==> config.mk <==
export PLATFORM = sky130hd
export DESIGN_NAME = resistor_ladder_button_decoder
export DESIGN_NICKNAME = d
export VERILOG_FILES = /design/src/hw/rtl/rlbd_pkg.sv /design/src/hw/rtl/resistor_ladder_button_decoder.sv /design/src/hw/rtl/rlbd_cell.sv /design/src/hw/rtl/rlbd_debounce.sv
export SDC_FILE = /design/constraint.sdc
export NUM_CORES = 2
export LEC_CHECK = 0
export BUFFER_PORTS_ARGS = -buffer_cell sky130_fd_sc_hd__buf_2
export CAP_MARGIN = 20
export CORE_MARGIN = 1.5
export CORE_UTILIZATION = 45
export CTS_BUF_LIST = sky130_fd_sc_hd__clkbuf_16
export DETAILED_ROUTE_END_ITERATION = 7
export PLACE_DENSITY = 0.69
export RECOVER_POWER = 100
export SLEW_MARGIN = 25
export SYNTH_ARGS = -nofsm -noshare
export SYNTH_HDL_FRONTEND = slang
export SYNTH_SLANG_ARGS = --single-unit
export TNS_END_PERCENT = 20
==> constraint.sdc <==
create_clock -name clk_i -period 7.9 [get_ports clk_i]
set_input_delay 1.185 -clock clk_i [delete_from_list [all_inputs] [get_ports clk_i]]
set_output_delay 1.185 -clock clk_i [all_outputs]
set_load 0.005 [all_outputs]
==> src/hw/rtl/rlbd_pkg.sv <==
// Package for the resistor-ladder button decoder: sizes, codes and the
// token that travels down the calibration cell chain.
// No dependencies.
package rlbd_pkg;

  localparam int CAL_ENTRIES   = 17;
  localparam int MATCH_ENTRIES = 16;
  localparam int SAMPLE_BITS   = 10;

  localparam int IDX_W     = 5;   // entry_index field width
  localparam int WIN_W     = 11;  // stored window bound width
  localparam int HALF_W    = 10;  // window_half_width register width
  localparam int CNT_W     = 8;   // debounce counters
  localparam int CODE_W    = 5;   // result_code width
  localparam int CFG_W     = 10;  // widest configuration register
  localparam int CFG_IDX_W = 2;

  localparam logic [CNT_W-1:0] CNT_MAX = '1;

  localparam logic signed [CODE_W-1:0] CODE_NONE = -5'sd2;  // no button or pending
  localparam logic signed [CODE_W-1:0] CODE_ZERO = -5'sd1;  // current button is 0

  typedef enum logic [CFG_IDX_W-1:0] {
    CFG_HALF_WIDTH    = 2'd0,
    CFG_MISS_LIMIT    = 2'd1,
    CFG_REPEAT_TARGET = 2'd2
  } cfg_idx_e;

  typedef enum logic {
    OP_LOAD   = 1'b0,
    OP_SAMPLE = 1'b1
  } op_e;

  // One item in flight along the chain
  typedef struct packed {
    logic                   valid;
    op_e                    op;
    logic [IDX_W-1:0]       idx;       // target entry for a load
    logic [SAMPLE_BITS-1:0] sample;    // sample value for a classify
    logic [WIN_W-1:0]       lo;        // unsplit low bound for a load
    logic [WIN_W-1:0]       hi;        // unsplit high bound for a load
    logic [WIN_W-1:0]       split_hi;  // split high bound from the left neighbor
    logic                   found;     // a window already matched
    logic [IDX_W-1:0]       hit_idx;   // lowest matching entry
  } token_t;

endpackage

==> src/hw/rtl/resistor_ladder_button_decoder.sv <==
// Top level of the resistor-ladder button decoder: cell chain and debouncer.
// Depends on rlbd_pkg, rlbd_cell and rlbd_debounce.

// Each item enters a chain of 17 calibration cells, one cell per cycle, and
// busy stays high from the accepting edge until the item leaves the last
// cell; no new item is taken before then. A sample item gives one result,
// on result_code_o with result_valid_o high for one cycle, registered in the
// debouncer after the item leaves the last cell; the receiver must take it
// then. Load items give no result. Load calibration entries in index order
// before sending samples, and write configuration only while busy is low.
module resistor_ladder_button_decoder (
  input  logic                               clk_i,
  input  logic                               rst_ni,
  input  logic                               start,
  output logic                               busy,
  input  logic                               operation_i,
  input  logic [rlbd_pkg::IDX_W-1:0]         entry_index_i,
  input  logic [rlbd_pkg::SAMPLE_BITS-1:0]   level_i,
  input  logic                               cfg_we_i,
  input  logic [rlbd_pkg::CFG_IDX_W-1:0]     cfg_idx_i,
  input  logic [rlbd_pkg::CFG_W-1:0]         cfg_wdata_i,
  output logic                               result_valid_o,
  output logic signed [rlbd_pkg::CODE_W-1:0] result_code_o
);
  import rlbd_pkg::*;

  logic              busy_q, busy_d;
  logic              accept;
  logic [HALF_W-1:0] half_q;
  logic [CNT_W-1:0]  miss_limit_q, repeat_target_q;
  logic [WIN_W-1:0]  lvl_ext, half_ext;
  token_t            chain [CAL_ENTRIES+1];
  logic [CAL_ENTRIES-1:0] chain_valid;

  assign accept = start && !busy_q;

  // Configuration registers
  always_ff @(posedge clk_i or negedge rst_ni) begin
    if (!rst_ni) begin
      half_q          <= HALF_W'(5);
      miss_limit_q    <= CNT_W'(3);
      repeat_target_q <= CNT_W'(8);
    end else if (cfg_we_i) begin
      case (cfg_idx_e'(cfg_idx_i))
        CFG_HALF_WIDTH:    half_q          <= cfg_wdata_i[HALF_W-1:0];
        CFG_MISS_LIMIT:    miss_limit_q    <= cfg_wdata_i[CNT_W-1:0];
        CFG_REPEAT_TARGET: repeat_target_q <= cfg_wdata_i[CNT_W-1:0];
        default: ;
      endcase
    end
  end

  // Token built at entry: unsplit window bounds for a load
  assign lvl_ext  = WIN_W'(level_i);
  assign half_ext = WIN_W'(half_q);

  always_comb begin
    chain[0]          = '0;
    chain[0].valid    = accept;
    chain[0].op       = op_e'(operation_i);
    chain[0].idx      = entry_index_i;
    chain[0].sample   = level_i;
    chain[0].lo       = (lvl_ext > half_ext) ? lvl_ext - half_ext : '0;
    chain[0].hi       = lvl_ext + half_ext;
  end

  // Cell chain, one entry per cell
  for (genvar g = 0; g < CAL_ENTRIES; g++) begin : g_cell
    rlbd_cell u_cell (
      .clk_i      (clk_i),
      .rst_ni     (rst_ni),
      .cell_idx_i (IDX_W'(g)),
      .tok_i      (chain[g]),
      .tok_o      (chain[g+1])
    );
    assign chain_valid[g] = chain[g+1].valid;
  end

  rlbd_debounce u_debounce (
    .clk_i           (clk_i),
    .rst_ni          (rst_ni),
    .tok_i           (chain[CAL_ENTRIES]),
    .miss_limit_i    (miss_limit_q),
    .repeat_target_i (repeat_target_q),
    .result_valid_o  (result_valid_o),
    .result_code_o   (result_code_o)
  );

  // Busy from acceptance until the item leaves the last cell
  always_comb begin
    busy_d = busy_q;
    if (accept) begin
      busy_d = 1'b1;
    end else if (chain[CAL_ENTRIES].valid) begin
      busy_d = 1'b0;
    end
  end

  always_ff @(posedge clk_i or negedge rst_ni) begin
    if (!rst_ni) begin
      busy_q <= 1'b0;
    end else begin
      busy_q <= busy_d;
    end
  end

  assign busy = busy_q;

`ifndef SYNTHESIS
  a_one_item: assert property (@(posedge clk_i) disable iff (!rst_ni)
    $onehot0(chain_valid))
    else $error("more than one item in the cell chain");

  a_busy_in_flight: assert property (@(posedge clk_i) disable iff (!rst_ni)
    (chain_valid != '0) |-> busy_q)
    else $error("item in the chain while not busy");

  a_accept_busy: assert property (@(posedge clk_i) disable iff (!rst_ni)
    accept |=> (busy_q && chain[1].valid))
    else $error("accepted item did not enter the chain");

  a_result_src: assert property (@(posedge clk_i) disable iff (!rst_ni)
    result_valid_o |-> $past(chain[CAL_ENTRIES].valid &&
                             (chain[CAL_ENTRIES].op == OP_SAMPLE)))
    else $error("result without a sample leaving the chain");
`endif

endmodule

==> src/hw/rtl/rlbd_cell.sv <==
// One calibration cell: holds one window and passes the item token on.
// Depends on rlbd_pkg.
module rlbd_cell (
  input  logic              clk_i,
  input  logic              rst_ni,
  input  logic [rlbd_pkg::IDX_W-1:0] cell_idx_i,
  input  rlbd_pkg::token_t  tok_i,
  output rlbd_pkg::token_t  tok_o
);
  import rlbd_pkg::*;

  logic [WIN_W-1:0] lo_q, lo_d, hi_q, hi_d;
  token_t           tok_q, tok_d;
  logic             split;
  logic             is_target, is_left;
  logic [WIN_W:0]   sum;
  logic [WIN_W-1:0] avg;
  logic [WIN_W-1:0] sample_ext;

  // loads past the table touch no entry, not even the last one's low bound
  assign split      = (tok_i.idx > IDX_W'(1)) && (tok_i.idx < IDX_W'(CAL_ENTRIES));
  assign is_target  = tok_i.idx == cell_idx_i;
  assign is_left    = {1'b0, tok_i.idx} == ({1'b0, cell_idx_i} + (IDX_W+1)'(1));
  assign sum        = {1'b0, lo_q} + {1'b0, tok_i.hi};
  assign avg        = sum[WIN_W:1];
  assign sample_ext = WIN_W'(tok_i.sample);

  // Window update and match for the item passing through
  always_comb begin
    tok_d = tok_i;
    lo_d  = lo_q;
    hi_d  = hi_q;
    if (tok_i.valid) begin
      if (tok_i.op == OP_LOAD) begin
        if (is_target) begin
          lo_d = tok_i.lo;
          hi_d = split ? tok_i.split_hi : tok_i.hi;
        end
        // left neighbor of the loaded entry splits the overlap
        if (split && is_left) begin
          lo_d           = avg + WIN_W'(1);
          tok_d.split_hi = avg;
        end
      end else begin
        if (!tok_i.found && (cell_idx_i < IDX_W'(MATCH_ENTRIES)) &&
            (sample_ext >= lo_q) && (sample_ext <= hi_q)) begin
          tok_d.found   = 1'b1;
          tok_d.hit_idx = cell_idx_i;
        end
      end
    end
  end

  // Window bounds: payload only
  always_ff @(posedge clk_i) begin
    lo_q <= lo_d;
    hi_q <= hi_d;
  end

  // Token stage
  always_ff @(posedge clk_i or negedge rst_ni) begin
    if (!rst_ni) begin
      tok_q <= '0;
    end else begin
      tok_q <= tok_d;
    end
  end

  assign tok_o = tok_q;

endmodule

==> src/hw/rtl/rlbd_debounce.sv <==
// Debounce tracker at the end of the chain: button state, counters, result.
// Depends on rlbd_pkg.
module rlbd_debounce (
  input  logic                          clk_i,
  input  logic                          rst_ni,
  input  rlbd_pkg::token_t              tok_i,
  input  logic [rlbd_pkg::CNT_W-1:0]    miss_limit_i,
  input  logic [rlbd_pkg::CNT_W-1:0]    repeat_target_i,
  output logic                          result_valid_o,
  output logic signed [rlbd_pkg::CODE_W-1:0] result_code_o
);
  import rlbd_pkg::*;

  logic               has_q, has_d;
  logic [IDX_W-1:0]   btn_q, btn_d;
  logic [CNT_W-1:0]   rep_q, rep_d, miss_q, miss_d;
  logic [CNT_W-1:0]   rep_inc, miss_inc;
  logic               valid_q, valid_d;
  logic signed [CODE_W-1:0] code_q, code_d;

  assign rep_inc  = (rep_q == CNT_MAX) ? rep_q : rep_q + CNT_W'(1);
  assign miss_inc = (miss_q == CNT_MAX) ? miss_q : miss_q + CNT_W'(1);

  // Next button state and result code
  always_comb begin
    has_d   = has_q;
    btn_d   = btn_q;
    rep_d   = rep_q;
    miss_d  = miss_q;
    valid_d = tok_i.valid && (tok_i.op == OP_SAMPLE);
    if (valid_d) begin
      if (tok_i.found) begin
        if (has_q && (btn_q == tok_i.hit_idx)) begin
          rep_d = rep_inc;
        end else begin
          miss_d = miss_inc;
          if ((miss_inc >= miss_limit_i) || !has_q) begin
            has_d  = 1'b1;
            btn_d  = tok_i.hit_idx;
            rep_d  = CNT_W'(1);
            miss_d = '0;
          end
        end
      end else begin
        miss_d = miss_inc;
        if (miss_inc >= miss_limit_i) begin
          has_d = 1'b0;
        end
      end
    end
    if (has_d && (btn_d != '0)) begin
      code_d = (rep_d == repeat_target_i) ? CODE_W'(btn_d) : CODE_NONE;
    end else if (has_d) begin
      code_d = CODE_ZERO;
    end else begin
      code_d = CODE_NONE;
    end
  end

  always_ff @(posedge clk_i or negedge rst_ni) begin
    if (!rst_ni) begin
      has_q   <= 1'b0;
      btn_q   <= '0;
      rep_q   <= '0;
      miss_q  <= '0;
      valid_q <= 1'b0;
    end else begin
      has_q   <= has_d;
      btn_q   <= btn_d;
      rep_q   <= rep_d;
      miss_q  <= miss_d;
      valid_q <= valid_d;
    end
  end

  // Result payload
  always_ff @(posedge clk_i) begin
    code_q <= code_d;
  end

  assign result_valid_o = valid_q;
  assign result_code_o  = code_q;

endmodule

* After elaboration in Yosys (flattened, before gate mapping)
Cells that the tools add are included.
Storage, ports and cells: RAM bits 0, memories 0, bits in latches 0, word-level logic and storage cells 633, output and inout port bits 7, bits in registers 1263, input port bits 32, bits in read-only memories 0
Operators by class: $mul 0, equal/unequal tests 38, $add $sub $neg 36, $lt $le $gt $ge 66, divide/modulo/power cells 0, reduce and logical (&&, ||, !) cells 141, bitwise logic cells 16, shifts and indexed selects 0, mux-type cells 151
Operators by type and width (number):
- 2-to-1 mux 11 bit | 80
- 2-to-1 mux 17 bit | 16
- adder 11 x 11 -> 12 bit | 16
- 2-to-1 mux 6 bit | 32
- adder 11 x 1 -> 11 bit, second input constant | 16
- >= comparator 10 x 11 -> 1 bit | 16
- less-or-equal comparator 10 x 11 -> 1 bit | 16
- AND reduction 3 bit | 32
- equality test 5 x 4 -> 1 bit, second input constant | 16
- > comparator 5 x 1 -> 1 bit, second input constant | 16
- less-than comparator 5 bit, second input constant | 16
- 2-to-1 mux 8 bit | 9
- logical AND 1 bit | 67
- equality test 5 x 3 -> 1 bit, second input constant | 8
- nonzero test 2 bit | 17
- 2-to-1 mux 5 bit | 6
- equality test 5 x 2 -> 1 bit, second input constant | 4
- zero test 1 bit | 17
- adder 8 x 1 -> 8 bit, second input constant | 2
- equality test 8 bit, second input constant | 2
- inverter 1 bit | 16
- adder 10 x 10 -> 11 bit | 1
- subtractor 10 x 10 -> 11 bit | 1
- equality test 5 x 1 -> 1 bit, second input constant | 2
- 14 further kinds | 24

* Logic depth before layout (Yosys ltp)
word-level depth 11, mapped depth 16, mapped depth without buffers 15

* By module
Synthesis repeated with hierarchy kept, for this count alone.
Second synthesis, totals: cells, all modules 6268, area, all modules 73172.7 um2
Modules (own cells, without submodules):
- rlbd_cell at g_cell[11].u_cell ... | area each 4043.9 um2, sequential area each 2062.0 um2, instances 13, cells an instance 345
- rlbd_cell at g_cell[0].u_cell ... | area each 4130.2 um2, sequential area each 2062.0 um2, instances 4, cells an instance 334
- resistor_ladder_button_decoder | area each 2060.7 um2, sequential area each 681.9 um2, instances 1, cells an instance 223
- rlbd_debounce | area each 2020.7 um2, sequential area each 675.6 um2, instances 1, cells an instance 224

* Least setup slack after synthesis
Ideal clock, no wire load.
kind input-to-reg, start input port level_i[1] (netlist bit), end register g_cell[0].u_cell.lo_q[6], data pin, required time 7.634 ns, library setup time 0.266 ns, arrival 3.136 ns, path buffers 2, cell stages on the path 11, slack 4.498 ns, path through ha_1 -> nor2b_1 -> o21ai_0 -> a21oi_1 -> o21ai_0 -> a21oi_1 -> o211ai_1 -> a211o_1 -> clkbuf_1 -> clkbuf_1 -> nor2_1
Between the ends: word-level cells in the longest chain between the ends 4, elaborated cells on any way between the ends 8, those cells by class add/sub: 4; order compare: 1; mux: 3
Ends and longest elaborated chain:
- start, declared | line resistor_ladder_button_decoder.sv:18 | input logic [rlbd_pkg::SAMPLE_BITS-1:0] level_i,
- adder 10 x 10 -> 11 bit, or another cell as far along | line resistor_ladder_button_decoder.sv:64 | chain[0].hi = lvl_ext + half_ext;
- adder 11 x 11 -> 12 bit / 2-to-1 mux 11 bit (equally long branches) | line rlbd_cell.sv:24, resistor_ladder_button_decoder.sv:63
- adder 11 x 1 -> 11 bit / 2-to-1 mux 11 bit (equally long branches) | line rlbd_cell.sv:41, rlbd_cell.sv:35
- 2-to-1 mux 11 bit (*) | line rlbd_cell.sv:40 | if (split && is_left) begin
- end signal, assigned | line rlbd_cell.sv:56 | lo_q <= lo_d;
- end, declared | line rlbd_cell.sv:12 | logic [WIN_W-1:0] lo_q, lo_d, hi_q, hi_d;
Every way passes the cells marked *; elsewhere a longest branch is shown, timed or not. The select of a mux whose other input is x is not followed. A chain may end at the register's enable or synchronous reset.

==> flow_summary_export.csv <==
group,metric,value,unit
clocking,cts-resized-gates,0,
final_layout,nets,5626,
sta,hold_ws,0.352,ns
synthesis,synth_cell_type_count,99,
synthesis,synthCells,4935,
clocking,cts-root-buf,"clkbuf_16",
sta,worstMarginPinSlew,4.24,ns
die,num_rows,132,
clocking,path_clk_slew,0.06,ns
sta,max_slew_margin,-1.83,
synthesis,synth_edf_count,352,
final_layout,antenna_cells,0,
grt,antenna_found_initial,0,
setup_path,path_buf_inv,2,
grt,grt_pass1_vias,38218,
final_layout,multi_input_area,24800,sq um
synthesis,synth_ff_type,"dfrtp_1",
sta,setup_tns,0,ns
setup_path,cp.arrival,4.91,ns
setup_path,r2r_start,"u_debounce.miss_q[0]",
synthesis,syn-cell-area,59200,sq um
outcome,status,"complete, but fails checks",
die,die_h,366,um
min_path,hold_class,"reg2reg",
synthesis,synth-seq-cells,1231,
setup_path,cp-end-kind,"asynchronous set/reset pin",
final_layout,ff_latch_area,32500,sq um
power_and_ir_drop,vdd_drop_max,0.211,mV
synthesis,ys_warn_count,0,
setup_path,critPathMaxFanout,176,
place,routabilityCongestion,0.921,
grt,grt_pass1_wl,229000,um
grt,grt_usage,0.226,
power_and_ir_drop,p_leak,0.0291,uW
die,dieArea,134000,sq um
setup_path,path_delay_family,"buffers and inverters",
sta,setup_violations,0,
sta,fin_crit,5.06,ns
setup_path,path_cells,"buf_8, clkbuf_2",
setup_path,max_stage_delay,2.98,ns
route,ant_nets,0,
route,via_per_inst,5.57,
sta,finClkSkew,0.0472,ns
outcome,violations,"max-capacitance violations, max-slew violations",
setup_path,critPathRequiredTime,7.75,ns
setup_path,critPathSlowestCell,"clkbuf_2",
sta,fin_crit_sh,0.640,
final_layout,fillers,11261,
flow_run,drv_cap,6,
clocking,h-tree-depth,3,
sta,hold_violations,0,
grt,grt_max_degree,177,
sta,final_max_slew_viol_count,711,
min_path,hold_start,"g_cell[15].u_cell.tok_o[5]",
power_and_ir_drop,p_per_area,291,nW/um^2
place,dp_hpwl,115000,um
clocking,cts_tree,"built",
synthesis,postSynthAreaPerCell,12.0,sq um
die,initial_core_util,0.455,
route,totalWireLength,150000,um
synthesis,async_reset_ff_frac,0.710,
clocking,cts_sinks,1231,
die,core_area,130000,sq um
clocking,worstSkewPairLatency,0.75,ns
sta,fmax,198,MHz
die,die_w,366,um
route,num_vias,38475,
synthesis,yosysSeqAreaShare,0.550,
clocking,cts_hold_buf,0,
route,drt-initial-drc-count,3091,
clocking,cts-buffers-inserted,121,
route,dr.pass1.iters,5,
grt,grt_overflow_total,0,
sta,rsz0062_at_grt,"no",
final_layout,syn_to_final_growth,10.6,%
setup_path,crit_type,"in2async",
setup_path,crit_path_start_kind,"input pin",
setup_path,crit_start,"rst_ni",
route,wire_per_inst,21.7,um
route,drc,0,
die,pin_count,39,
final_layout,layout-drive-gt1-share,0.102,
place,port_buffers,38,
clocking,postCtsSetupBuffers,0,
clocking,clk_path_buf_depth,3,
-- cells in the final DEF (no fill, tap or decap), types with 21 or more instances in the layout --
cell type | netlist | final
nor3_1 | 115 | 116
xnor2_1 | 109 | 110
clkbuf_1 | 67 | 46
a21oi_1 | 165 | 165
o21ai_0 | 266 | 278
nand2b_1 | 38 | 38
a2111oi_0 | 26 | 30
nor4_1 | 27 | 28
nand2_1 | 369 | 369
ha_1 | 515 | 515
xor2_1 | 124 | 124
nor2_1 | 162 | 162
o21a_1 | 102 | 102
nand4_1 | 75 | 75
o21bai_1 | 48 | 48
nor2b_1 | 71 | 71
inv_1 | 416 | 433
o31ai_1 | 26 | 26
edfxtp_1 | 352 | 352
and3_1 | 38 | 38
mux2_1 | 0 | 43
or2_2 | 27 | 24
a31oi_1 | 21 | 21
clkinv_2 | 0 | 23
clkbuf_16 | 0 | 130
mux2_2 | 304 | 261
and2_0 | 1 | 26
nand3b_1 | 29 | 29
nand3_1 | 86 | 86
dfrtp_1 | 869 | 869
a211oi_1 | 24 | 25
a21o_1 | 85 | 85
-- final cells by class --
cell class | instances | area share
clock inverter | 102 | 0.0132
tap | 1742 | 0.0333
sequential | 1231 | 0.497
timing repair buffer | 67 | 0.00443
clock buffer | 130 | 0.0497
inverter | 416 | 0.0239
multi-input combinational | 3225 | 0.378
-- stage by stage --
| stage | instance area (sq um) | cells | total power (uW) | utilization | setup WS [ns] |
|---|---|---|---|---|---|
| after global placement | 61600 | 6681 | 13100 | 0.474 | 3.59 |
| after detailed placement | 61600 | 6681 | 13200 | 0.474 | 3.99 |
| after CTS | 65700 | 6913 | 19200 | 0.506 | 3.98 |
| after floorplan | 59200 | 4945 | 11600 | - | 4.50 |
| after global routing | 65500 | 6913 | 20000 | 0.504 | 1.85 |
| final | 65500 | 6913 | 19100 | 0.504 | 2.84 |
-- state kept, by name, summed over array words and instances (netlist names) --
| name | count |
|---|---|
| g_cell.u_cell.tok_o | 824 |
| g_cell.u_cell.hi_q | 176 |
| g_cell.u_cell.lo_q | 176 |
| half_q | 10 |
| miss_limit_q | 8 |
| repeat_target_q | 8 |
| u_debounce.miss_q | 8 |
| u_debounce.rep_q | 8 |
| u_debounce.btn_q | 5 |
| u_debounce.result_code_o | 5 |
| busy | 1 |
| u_debounce.has_q | 1 |
| u_debounce.result_valid_o | 1 |
-- report_power, final --
part	switching [uW]	internal (uW)	total, uW
combinational	2870	2000	4870
clock	2630	3300	5920
sequential	917	7370	8290
-- routing by layer --
metal	part of all wire	routed length (um)	vias up	GRT usage
li1	-	-	18008	-
met1	0.44	65400	19218	0.304
met2	0.49	73200	984	0.383
met3	0.045	6760	265	0.0288
met4	0.030	4470	0	0.0661
met5	0	0	-	0
-- synth_stat cells, types with 12 or more instances --
master,number,area [sq um]
nor4_1,27,169
nand2b_1,38,238
a211oi_1,24,180
o31ai_1,26,195
a21o_1,85,638
and2_1,43,269
nand3b_1,29,218
nand2_1,369,1390
and3_1,38,238
ha_1,515,6440
o311ai_0,12,105
fa_1,17,340
o21bai_1,48,360
o211ai_1,16,120
a21oi_1,165,826
xor2_1,124,1090
a2111oi_0,26,228
o21a_1,102,766
and3b_1,12,105
edfxtp_1,352,10600
xnor2_1,109,955
nor2_1,162,608
o21ai_0,266,1330
mux2_2,304,3420
nor2b_1,71,444
nand3_1,86,430
nand4_1,75,469
nand4b_1,14,123
and4_1,15,131
inv_1,416,1560
nor3_1,115,576
a31oi_1,21,131
or2_2,27,169
clkbuf_1,67,251
o21ai_1,16,80.1
dfrtp_1,869,21700
o31a_1,17,149
-- path summary, 6_finish.rpt --
path	endpoint	cells past startpoint	slack (ns)
worst min register to register	g_cell[16].u_cell.tok_o[5]	0	0.35
worst max-delay path	g_cell[11].u_cell.tok_o[42]	2	2.84
worst min-delay path	g_cell[16].u_cell.tok_o[5]	0	0.35
max in group clk_i	u_debounce.result_code_o[0]	15	3.21
min in group asynchronous	g_cell[3].u_cell.tok_o[29]	1	0.44
worst max register to register	u_debounce.result_code_o[0]	15	3.21
-- cells by family after synthesis --
group / after synthesis / share of synthesized area
AO/OA/AOI/OAI: 950 / 0.107
other: 1 / 0.0000633
flip-flops: 1231 / 0.550
buffers and inverters: 489 / 0.0313
AND/OR/NAND/NOR: 1188 / 0.104
XOR/XNOR: 234 / 0.0347
multiplexers: 310 / 0.0588
adder cells (fa/ha/maj): 532 / 0.115
Power figures use the tool's default switching activity.
